File: src/design/clas_pkg.sv
// Shared types, constants and keyword tables for the command line assembler store.
`timescale 1ns / 1ps
package clas_pkg;

  localparam int LINE_DEPTH_DEF   = 128;
  localparam int SCRIPT_DEPTH_DEF = 1024;

  localparam logic [7:0] CHAR_NL    = 8'h0A;
  localparam logic [7:0] CHAR_SPACE = 8'h20;
  localparam logic [7:0] CHAR_MINUS = 8'h2D;
  localparam logic [7:0] CHAR_ZERO  = 8'h30;
  localparam logic [7:0] CHAR_NINE  = 8'h39;

  localparam int TIME_KW_LEN  = 5;
  localparam int RESET_KW_LEN = 6;

  localparam logic [2:0] OP_FEED  = 3'd0;
  localparam logic [2:0] OP_FLUSH = 3'd1;
  localparam logic [2:0] OP_BATCH = 3'd2;
  localparam logic [2:0] OP_READ  = 3'd3;
  localparam logic [2:0] OP_TAKE  = 3'd4;

  localparam logic [1:0] EV_NONE  = 2'd0;
  localparam logic [1:0] EV_LINE  = 2'd1;
  localparam logic [1:0] EV_TIME  = 2'd2;
  localparam logic [1:0] EV_RESET = 2'd3;

  typedef enum logic [2:0] {
    K_FEED_CHAR,
    K_FEED_NL,
    K_FLUSH,
    K_BATCH,
    K_READ,
    K_TAKE,
    K_NOP
  } cmd_kind_t;

  typedef struct packed {
    logic [2:0] opcode;
    logic [7:0] data_byte;
    logic [9:0] read_address;
  } in_item_t;

  typedef struct packed {
    logic [1:0]  event_kind;
    logic [30:0] time_seconds;
    logic [9:0]  script_length;
    logic        script_truncated;
    logic        dirty_flag;
    logic [7:0]  read_data;
  } out_item_t;

  typedef struct packed {
    cmd_kind_t  kind;
    logic [7:0] data_byte;
    logic [9:0] read_address;
  } cmd_t;

  function automatic logic [7:0] kw_time_byte(input logic [2:0] j);
    logic [7:0] b;
    case (j)
      3'd0: b = 8'h54; // T
      3'd1: b = 8'h49; // I
      3'd2: b = 8'h4D; // M
      3'd3: b = 8'h45; // E
      3'd4: b = 8'h28; // (
      default: b = 8'h00;
    endcase
    return b;
  endfunction

  function automatic logic [7:0] kw_reset_byte(input logic [2:0] j);
    logic [7:0] b;
    case (j)
      3'd0: b = 8'h52; // R
      3'd1: b = 8'h45; // E
      3'd2: b = 8'h53; // S
      3'd3: b = 8'h45; // E
      3'd4: b = 8'h54; // T
      3'd5: b = 8'h28; // (
      default: b = 8'h00;
    endcase
    return b;
  endfunction

endpackage

File: src/design/clas_front.sv
// Front end: accepts items, classifies the opcode and holds them in a two-entry queue.
`timescale 1ns / 1ps
module clas_front (
  input  logic                clk,
  input  logic                rst_n,
  input  logic                in_push,
  input  clas_pkg::in_item_t  in_item,
  output logic                in_full,
  output logic                cmd_valid,
  output clas_pkg::cmd_t      cmd,
  input  logic                cmd_pop
);

  clas_pkg::cmd_t slot0_r, slot1_r;
  logic [1:0]     cnt_r;
  clas_pkg::cmd_t new_cmd;
  logic           push, pop;

  always_comb begin
    new_cmd.data_byte    = in_item.data_byte;
    new_cmd.read_address = in_item.read_address;
    case (in_item.opcode)
      clas_pkg::OP_FEED: begin
        new_cmd.kind = (in_item.data_byte == clas_pkg::CHAR_NL) ?
                       clas_pkg::K_FEED_NL : clas_pkg::K_FEED_CHAR;
      end
      clas_pkg::OP_FLUSH: new_cmd.kind = clas_pkg::K_FLUSH;
      clas_pkg::OP_BATCH: new_cmd.kind = clas_pkg::K_BATCH;
      clas_pkg::OP_READ:  new_cmd.kind = clas_pkg::K_READ;
      clas_pkg::OP_TAKE:  new_cmd.kind = clas_pkg::K_TAKE;
      default:            new_cmd.kind = clas_pkg::K_NOP;
    endcase
  end

  assign in_full   = (cnt_r == 2'd2);
  assign cmd_valid = (cnt_r != 2'd0);
  assign cmd       = slot0_r;
  assign push      = in_push && !in_full;
  assign pop       = cmd_pop && cmd_valid;

  always_ff @(posedge clk) begin
    if (!rst_n) begin
      cnt_r <= 2'd0;
    end else begin
      if (push && !pop) begin
        cnt_r <= cnt_r + 2'd1;
      end else if (pop && !push) begin
        cnt_r <= cnt_r - 2'd1;
      end
    end
  end

  always_ff @(posedge clk) begin
    if (push && pop) begin
      if (cnt_r == 2'd1) begin
        slot0_r <= new_cmd;
      end else begin
        slot0_r <= slot1_r;
        slot1_r <= new_cmd;
      end
    end else if (push) begin
      if (cnt_r == 2'd0) begin
        slot0_r <= new_cmd;
      end else begin
        slot1_r <= new_cmd;
      end
    end else if (pop) begin
      slot0_r <= slot1_r;
    end
  end

endmodule

File: config.mk
export PLATFORM = sky130hd
export DESIGN_NAME = clas_front
export DESIGN_NICKNAME = d
export VERILOG_FILES = /design/src/design/clas_pkg.sv /design/src/design/clas_front.sv
export SDC_FILE = /design/constraint.sdc
export NUM_CORES = 1
export LEC_CHECK = 0
export BUFFER_PORTS_ARGS = -buffer_cell sky130_fd_sc_hd__buf_2
export CORE_ASPECT_RATIO = 1.4
export CORE_UTILIZATION = 48
export CTS_BUF_LIST = sky130_fd_sc_hd__clkbuf_8
export DETAILED_ROUTE_END_ITERATION = 10
export GPL_TIMING_DRIVEN = 0
export PLACE_DENSITY = 0.78
export SLEW_MARGIN = 30
export SYNTH_ARGS = -nofsm -noshare
export SYNTH_HDL_FRONTEND = slang
export SYNTH_SLANG_ARGS = --single-unit
export TNS_END_PERCENT = 5
File: constraint.sdc
create_clock -name clk -period 2.1 [get_ports clk]
set_input_delay 0.525 -clock clk [delete_from_list [all_inputs] [get_ports clk]]
set_output_delay 0.525 -clock clk [all_outputs]
set_load 0.01 [all_outputs]
# After elaboration in Yosys (flattened, before gate mapping)
# Cells that the tools add are included.
[totals]
ff_bits = 44
inputBits = 25
[classes]
n_addsub = 2
n_reduce_logical = 16
n_eq_ne = 10
n_mux = 13
[op_table]
columns = ["cell", "count"]
rows = [
  ["$mux 21", 9],
  ["$pmux 3 s5", 1],
  ["$eq 8x4->1 const B", 1],
  ["$eq 3x2->1 const B", 2],
  ["$reduce_bool 2->1", 3],
  ["$logic_and 1x1->1", 5],
  ["$mux 2", 2],
  ["$ne 2x2->1 const B", 2],
  ["$eq 3x1->1 const B", 1],
  ["$eq 3x3->1 const B", 1],
  ["$logic_not 1->1", 3],
  ["$logic_not 3->1", 1],
  ["$ne 3x1->1 const B", 1],
  ["$reduce_and 3->1", 1],
  ["$reduce_bool 3->1", 1],
  ["$add 2x1->2 const B", 1],
  ["$eq 2x1->1 const B", 1],
  ["$eq 2x2->1 const B", 1],
  ["$logic_not 2->1", 1],
  ["$reduce_and 2->1", 1],
  ["$sub 2x1->2 const B", 1],
  ["$mux 1", 1],
]

# Depth between registers and ports, before layout
# Gate-level depths: netlist (run 1).
[logic_depth]
ltp_word = 7
ltp_mapped = 10

# Worst setup path after synthesis (run 1)
# OpenSTA, ideal clock, no wires.
[synth_timing]
path_type = "reg2reg"
from = "register cnt_r[0]"
to = "register slot0_r, in the netlist cmd[0] (data pin)"
synth_period_minus_slack_ns = 2.097
arrival_ns = 1.838
stages_incl_launch_ff = 9
slack_ns = 0.003
setup_time_ns = 0.260
cell_sequence = "dfxtp_1 inv_1 ha_1 nor2b_1 ha_1 nor3b_2 nor2_2 buf_6 mux2_2"
[synth_between]
elab_chain_cells = 5
word_cells_on_any_way = 10
cone_classes = "2 x eq/ne; 3 x mux; 5 x reduce/logical"
[synth_rtl]
columns = ["element", "line", "text"]
rows = [
  ["from (decl)", "clas_front.sv:15", "logic [1:0] cnt_r;"],
  ["from (signal assigned)", "clas_front.sv:46", "cnt_r <= cnt_r + 2'd1;"],
  ["from (signal assigned)", "clas_front.sv:48", "cnt_r <= cnt_r - 2'd1;"],
  ["$eq 2x2->1 (*)", "clas_front.sv:35", "assign in_full = (cnt_r == 2'd2);"],
  ["named net in_full", "clas_front.sv:8", "output logic in_full,"],
  ["$logic_not 1->1 (*)", "clas_front.sv:38", "assign push = in_push && !in_full;"],
  ["$logic_and 1x1->1 (*)", "clas_front.sv:38", ""],
  ["$mux 21 or $logic_and 1x1->1 (tied branches)", "clas_front.sv:61, clas_front.sv:54", ""],
  ["$mux 21 (*)", "clas_front.sv:54", "if (push && pop) begin"],
  ["to (signal assigned)", "clas_front.sv:56", "slot0_r <= new_cmd;"],
  ["to (signal assigned)", "clas_front.sv:58", "slot0_r <= slot1_r;"],
  ["to (signal assigned)", "clas_front.sv:63", "slot0_r <= new_cmd;"],
  ["to (decl)", "clas_front.sv:14", "clas_pkg::cmd_t slot0_r, slot1_r;"],
]
# The timed path passes the listed nets; every way through them passes the cells marked *.
# A chain may end at the register's enable or synchronous reset.

# Final worst setup path (run 1)
[layout_timing]
from = "register cnt_r[0]"
to = "register slot0_r, in the netlist cmd[4] (data pin)"
[layout_between]
elab_chain_cells = 5
word_cells_on_any_way = 10
cone_classes = "2 x eq/ne; 3 x mux; 5 x reduce/logical"
[layout_rtl]
columns = ["element", "line"]
rows = [
  ["$eq 2x2->1", "clas_front.sv:35"],
  ["$logic_not 1->1", "clas_front.sv:38"],
  ["$logic_and 1x1->1", "clas_front.sv:38"],
  ["$mux 21 or $logic_and 1x1->1 (tied branches)", "clas_front.sv:61, clas_front.sv:54"],
  ["$mux 21 (*)", "clas_front.sv:54"],
]
# Mark *: on every way between the ends. The rest lies on a longest branch, timed or not.

==> qor.yml, run 1 <==
outcome:
  status: "complete, no violations"
clock_network:
  root_buffer: "clkbuf_8"
  ctsHoldBuffers: 0
  cts.path.max_buffers: 2
  clk_pin_slew_ps: 80
  cts_tree: "done"
  htree_num_levels: 2
  insertion_delay_ps: 290
  clock_sinks: 44
  cts_buffers: 5
setup_path:
  worstPathRequired_ps: 2150
  crit_arrival_ps: 2120
  cp_slowest_cell: "dfxtp_2"
  critPathTopFamily: "simple AND/OR/NAND/NOR gates"
  critPathMaxFanout: 5
  cp-end-kind: "flop"
  path_class: "reg -> reg"
  path_cells: "inv_4, ha_4, inv_2, nand2_2, inv_2, ha_4, and2_4, nor2_4, buf_6, buf_16, mux2_2"
  max_stage_delay_ps: 350
  ff2ff_setup_slack_ps: 30
  worstPathBufferInverterCount: 5
  start_kind: "flop"
timing:
  clock_skew_ps: 6.570
  worst_pin_slew_ps: 579.8
  setup_viol: 0
  worst_slack_ps: 26.84
  finalHoldViolations: 0
  maxSlewViolCount: 0
  holdWs_ps: 421.0
  relSlewSlack_pct: 61.35
  rsz0062_at_grt: "yes"
  fin_crit_ps: 2073
  fmax_ghz: 0.4824
  fin_crit_sh_pct: 98.72
synth:
  synth.yosys.seq_area_share_pct: 72.17
  yosys.cell_types.count: 25
  synth-compound-area-share_pct: 3.123
  ys_warn_count: 0
  synth_seq_cells: 44
  synth_nets: 130
  synth_top_cell_area_share_pct: 69.95
  yosysMostFrequentCell: "edfxtp_1"
  synthAdderAreaFrac_pct: 3.470
  synthTopCellsByArea: "edfxtp_1, mux2_2, ha_1"
  synth-edff-count: 42
  ys_async_sr_fraction_pct: 0
  syn_area_sq_um: 1803
  syn_area_per_cell_sq_um: 18.03
  syn_inst: 100
  synthSimpleGateAreaFrac_pct: 5.274
  synth_common_cells: "edfxtp_1, mux2_2, ha_1, nand2_1, inv_1"
  synthMuxAreaShare_pct: 12.91
  synth_top_family_by_area: "multiplexers"
  synth_xor_xnor_area_share_pct: 0.9715
  yosysTopAreaCell: "edfxtp_1"
  synthFlopType: "edfxtp_1"
layout:
  n_antenna_cell: 0
  fin_cells: 202
  final_util_pct: 65.38
  drive_gt1_share_pct: 61.25
  nets: 190
  syn2layout_area_growth_pct: 30.95
floorplan:
  start_util_pct: 49.93
  ios: 48
  num_rows: 26
  dieWidth_um: 53.80
  die_area_sq_um: 4009
  die_y_um: 74.52
  core-area_sq_um: 3611
worst_hold_path:
  hold_path.class: "in -> reg"
place:
  dp_hpwl_mm: 2.274
  place_congestion: 0.8272
  dp.cells: 189
  dp_slack_ps: -268.2
  io_buffers: 47
drt:
  wl_mm: 3.312
  vias: 1044
  drt_iter0_drc: 19
  drcViolationCount: 0
  wl_per_cell_um: 16.40
  routed_via_density: 5.168
  drtAntennaViolNets: 0
  dr.pass1.iters: 4
run:
  cap_violations: 0
pwr:
  ir_worst_vdd_v: 0.001009
  cellPowerDensity_nw_per_um2: 1386
  p_leak_nw: 0.9282
grt:
  grt_max_degree: 22
  antenna_found_initial: 0
  grt_pass1_wl_mm: 4.726
  first_global_vias: 1056
  grt_usage_pct: 17.42
  grt_overflow: 0
final timing paths:
check               endpoint  depth (start not counted)   startpoint
setup / recovery      cmd[4]                         11     cnt_r[0]
hold / removal    slot1_r[3]                          1   in_item[3]
setup reg to reg      cmd[4]                         11     cnt_r[0]
hold reg to reg      cmd[12]                          1  slot1_r[12]
logic make-up after synthesis:
group                      count (synthesis)
DFF                                       44
muxes                                     20
and+or+nand+nor                           15
AOI/OAI and AO/OA                          8
buffers and inverters                      6
adders and majority gates                  5
xor gates and xnor gates                   2
worst reg2reg max path, stage by stage (launching register included):
cell     delay (ps)
dfxtp_2         350
inv_4            80
ha_4            140
inv_2            40
nand2_2          80
inv_2            50
ha_4            170
and2_4          170
nor2_4          180
buf_6           140
buf_16          110
mux2_2          320
placed cells by master, fill, tap and decap left out, drive strengths merged:
cell	n
buf	55
edfxtp	42
mux2	20
clkbuf	5
nand2	5
ha	5
inv	4
and2	3
o21ai	2
bufinv	2
dfxtp	2
nor2b	2
nand3b	1
o21a	1
nor3b	1
nor2	1
nor4	1
nor4bb	1
a211oi	1
a21oi	1
o2bb2ai	1
a21o	1
o211a	1
xnor2	1
xor2	1
cell type report:
type / instances / area, sq um
clock inverters: 2 / 60.06
clock buffers: 5 / 68.82
inverters: 4 / 17.52
well taps: 42 / 52.55
flip-flops and latches: 44 / 1304
fillers: 257 / 1250
multi-input cells: 50 / 520.5
plain buffers: 2 / 30.03
repair buffers: 53 / 307.8
sequential cells by signal (all words and copies together) (netlist names):
register and flops:
cmd 21, cnt_r 2, slot1_r 21
power breakdown:
group,switching [mW],internal (mW)
combinational,0.592,0.521
sequential,0.0773,1.35
clock,0.264,0.468
repair_timing:
| item | in CTS | in global routing |
|---|---|---|
| endpoints found under the setup margin | 62 | 50 |
| buffers inserted | 2 | 3 |
| gates cloned | 1 | 0 |
| pin swaps | 1 | 2 |
| gates resized for setup | 11 | 13 |
layer usage:
metal / vias up / GRT usage [%] / routed length, um / part of all wire (%)
met4: 0 / 6.725 / 39 / 1.2
met5: - / 0 / 0 / 0
met3: 6 / 5.521 / 184 / 5.6
li1: 495 / - / - / -
met2: 41 / 31.41 / 1853 / 56
met1: 502 / 18.13 / 1234 / 37
through the flow:
stage	cell area (sq um)	total power, mW	TNS, ps
floorplan	1803	2.032	0
global placement	2091	2.305	-4617
detailed placement	2091	2.370	-9194
CTS	2307	3.214	-574.5
global route	2361	3.446	-287.8
finish	2361	3.272	0
No activity file was read; power rests on OpenSTA's default activity.
==> inputs of run 2 (changes only) <==
==> constraint.sdc (replaced) <==
create_clock -name clk -period 2.1 [get_ports clk]
set_input_delay 0.525 -clock clk [delete_from_list [all_inputs] [get_ports clk]]
set_output_delay 0.525 -clock clk [all_outputs]
set_load 0.02 [all_outputs]
==> qor.yml, run 2 (synthesized netlist as in run 1, its figures left out) <==
drt:
  vias: 1035  # -0.86%
  drt_iter0_drc: 17  # -2
  drcViolationCount: 0  # unchanged
  wl_per_cell_um: 15.89  # -3.1%
  routed_via_density: 5.124  # -0.86%
  wl_mm: 3.210  # -3.1%
  dr.pass1.iters: 4  # unchanged
  drtAntennaViolNets: 0  # unchanged
place:
  dp_slack_ps: -148.9  # +119.3 ps
  io_buffers: 47  # unchanged
  dp_hpwl_mm: 2.246  # -1.2%
  place_congestion: 0.7488  # -9.5%
  dp.cells: 189  # unchanged
clock_network:
  insertion_delay_ps: 290  # about the same
  cts_tree: "done"
  clock_sinks: 44  # unchanged
  cts.path.max_buffers: 2  # unchanged
  clk_pin_slew_ps: 80  # about the same
  cts_buffers: 5  # unchanged
  ctsHoldBuffers: 0  # unchanged
  htree_num_levels: 2  # unchanged
  root_buffer: "clkbuf_8"
setup_path:
  cp-end-kind: "flop"
  start_kind: "flop"
  crit_arrival_ps: 2070  # -50 ps
  r2r_start: "cnt_r[0]"
  r2r_end: "cmd[15]"
  worstPathRequired_ps: 2150  # about the same
  cp-endpoint: "cmd[15]"
  critPathMaxFanout: 5  # unchanged
  crit_start: "cnt_r[0]"
  path_class: "reg -> reg"
  ff2ff_setup_slack_ps: 80  # +50 ps
  ff2ff_path_depth: 10  # -1
timing:
  maxSlewViolCount: 0  # unchanged
  setup_viol: 0  # unchanged
  worst_pin_slew_ps: 912.2  # +332.4 ps
  worst_slack_ps: 81.01  # +54.17 ps
  fmax_ghz: 0.4953  # +2.7%
  finalHoldViolations: 0  # unchanged
  fin_crit_ps: 2019  # -54.17 ps
  fin_crit_sh_pct: 96.14  # -2.6 points
  fin_tns_setup_ps: 0  # unchanged
  clock_skew_ps: 8.002  # +1.432 ps
  relSlewSlack_pct: 39.04  # -22 points
floorplan:
  core-area_sq_um: 3611  # unchanged
  dieWidth_um: 53.80  # unchanged
  start_util_pct: 49.93  # unchanged
  die_area_sq_um: 4009  # unchanged
  num_rows: 26  # unchanged
  die_y_um: 74.52  # unchanged
  ios: 48  # unchanged
layout:
  fin_cells: 202  # unchanged
  nFillCells: 268  # +4.3%
  final_util_pct: 64.93  # -0.45 points
  n_antenna_cell: 0  # unchanged
  syn2layout_area_growth_pct: 30.05
  mostFrequentLayoutCells: "buf_2, edfxtp_1, mux2_2"
  final_common_cell: "buf_2"
  nets: 189  # -0.53%
  drive_gt1_share_pct: 60.00  # -1.3 points
pwr:
  cellPowerDensity_nw_per_um2: 1398  # +0.85%
  p_leak_nw: 0.9337  # +0.59%
  seq_power_share_pct: 43.5  # about the same
  p_int_mw: 2.222  # -5.0%
  clock_power_share_pct: 18.9  # -3.5 points
  power_frac_comb_pct: 37.6  # +3.6 points
  ir_worst_vdd_v: 0.001091  # +8.2%
  swShare_pct: 32.19  # +3.7 points
  p_switching_mw: 1.055  # +13%
grt:
  grt_pass1_wl_mm: 4.629  # -2.1%
  grt_overflow: 0  # unchanged
  grt_max_degree: 22  # unchanged
  grt_usage_pct: 17.03  # -0.38 points
  antenna_found_initial: 0  # unchanged
  first_global_vias: 990  # -6.3%
worst_hold_path:
  holdPathStages: 1  # unchanged
  hold_path.class: "in -> reg"
run:
  cap_violations: 0  # unchanged
outcome:
  status: "complete, no violations"
==> run 2: worst max-delay path, cell delays in order, from the launching register on <==
cell	delay [ps]
dfxtp_2	340
inv_2	90
ha_4	140
inv_2	50
nand2_4	50
inv_2	40
ha_4	160
and2_4	170
nor2_4	220
clkbuf_16	200
mux2_2	320
==> run 2: routing by layer <==
metal / vias up / wire, um / GRT usage (%)
li1: 500 / - / -
met5: - / 0 / 0
met3: 11 / 150 / 4.499
met4: 0 / 95 / 9.942
met2: 39 / 1748 / 28.12
met1: 485 / 1215 / 19.35
==> run 2: area by class of cell <==
cell class / count / area (sq um) / area share (%)
Multi-Input combinational cell: 50 / 528.0 / 22.52
Inverter: 4 / 15.01 / 0.6403
Buffer: 2 / 30.03 / 1.281
Tap cell: 42 / 52.55 / 2.241
Sequential cell: 44 / 1304 / 55.60
Clock buffer: 5 / 68.82 / 2.935
Timing Repair Buffer: 52 / 307.8 / 13.13
Clock inverter: 3 / 38.79 / 1.654
==> run 2: power groups by stage <==
stage,Clock (mW),Combinational [mW],Sequential [mW]
3_3_place_gp,0,1.02,1.43
6_report,0.619,1.23,1.43
2_1_floorplan,0,0.544,1.63
4_1_cts,0.631,1.07,1.43
5_1_grt,0.660,1.33,1.46
3_5_place_dp,0,1.06,1.45
==> run 2: how the worst min path moves through the flow <==
| stage | start | endpoint |
|---|---|---|
| finish | in_item[9] | slot1_r[9] |
| global route | in_item[3] | slot1_r[3] |
| CTS | in_item[9] | slot1_r[9] |
| floorplan | slot1_r[18] | cmd[18] |
| global placement | slot1_r[18] | cmd[18] |
| detailed placement | slot1_r[8] | cmd[8] |
==> run 2: per-stage QoR <==
stage	area (sq um)	total power [mW]	hold WS (ps)
after detailed placement	2096	2.501	531.9
after global routing	2345	3.451	415.3
final	2345	3.278	416.7
after global placement	2096	2.451	522.1
after CTS	2215	3.131	408.3
after floorplan	1808	2.177	503.2
==> run 2: timing repair <==
item                                    in CTS  in global routing
buffers inserted                             0                  3
resized for setup                            5                 13
endpoints found under the setup margin      40                 24
pin swaps                                    0                  4
hold endpoints to repair                     0                  0
gates cloned                                 0                  2
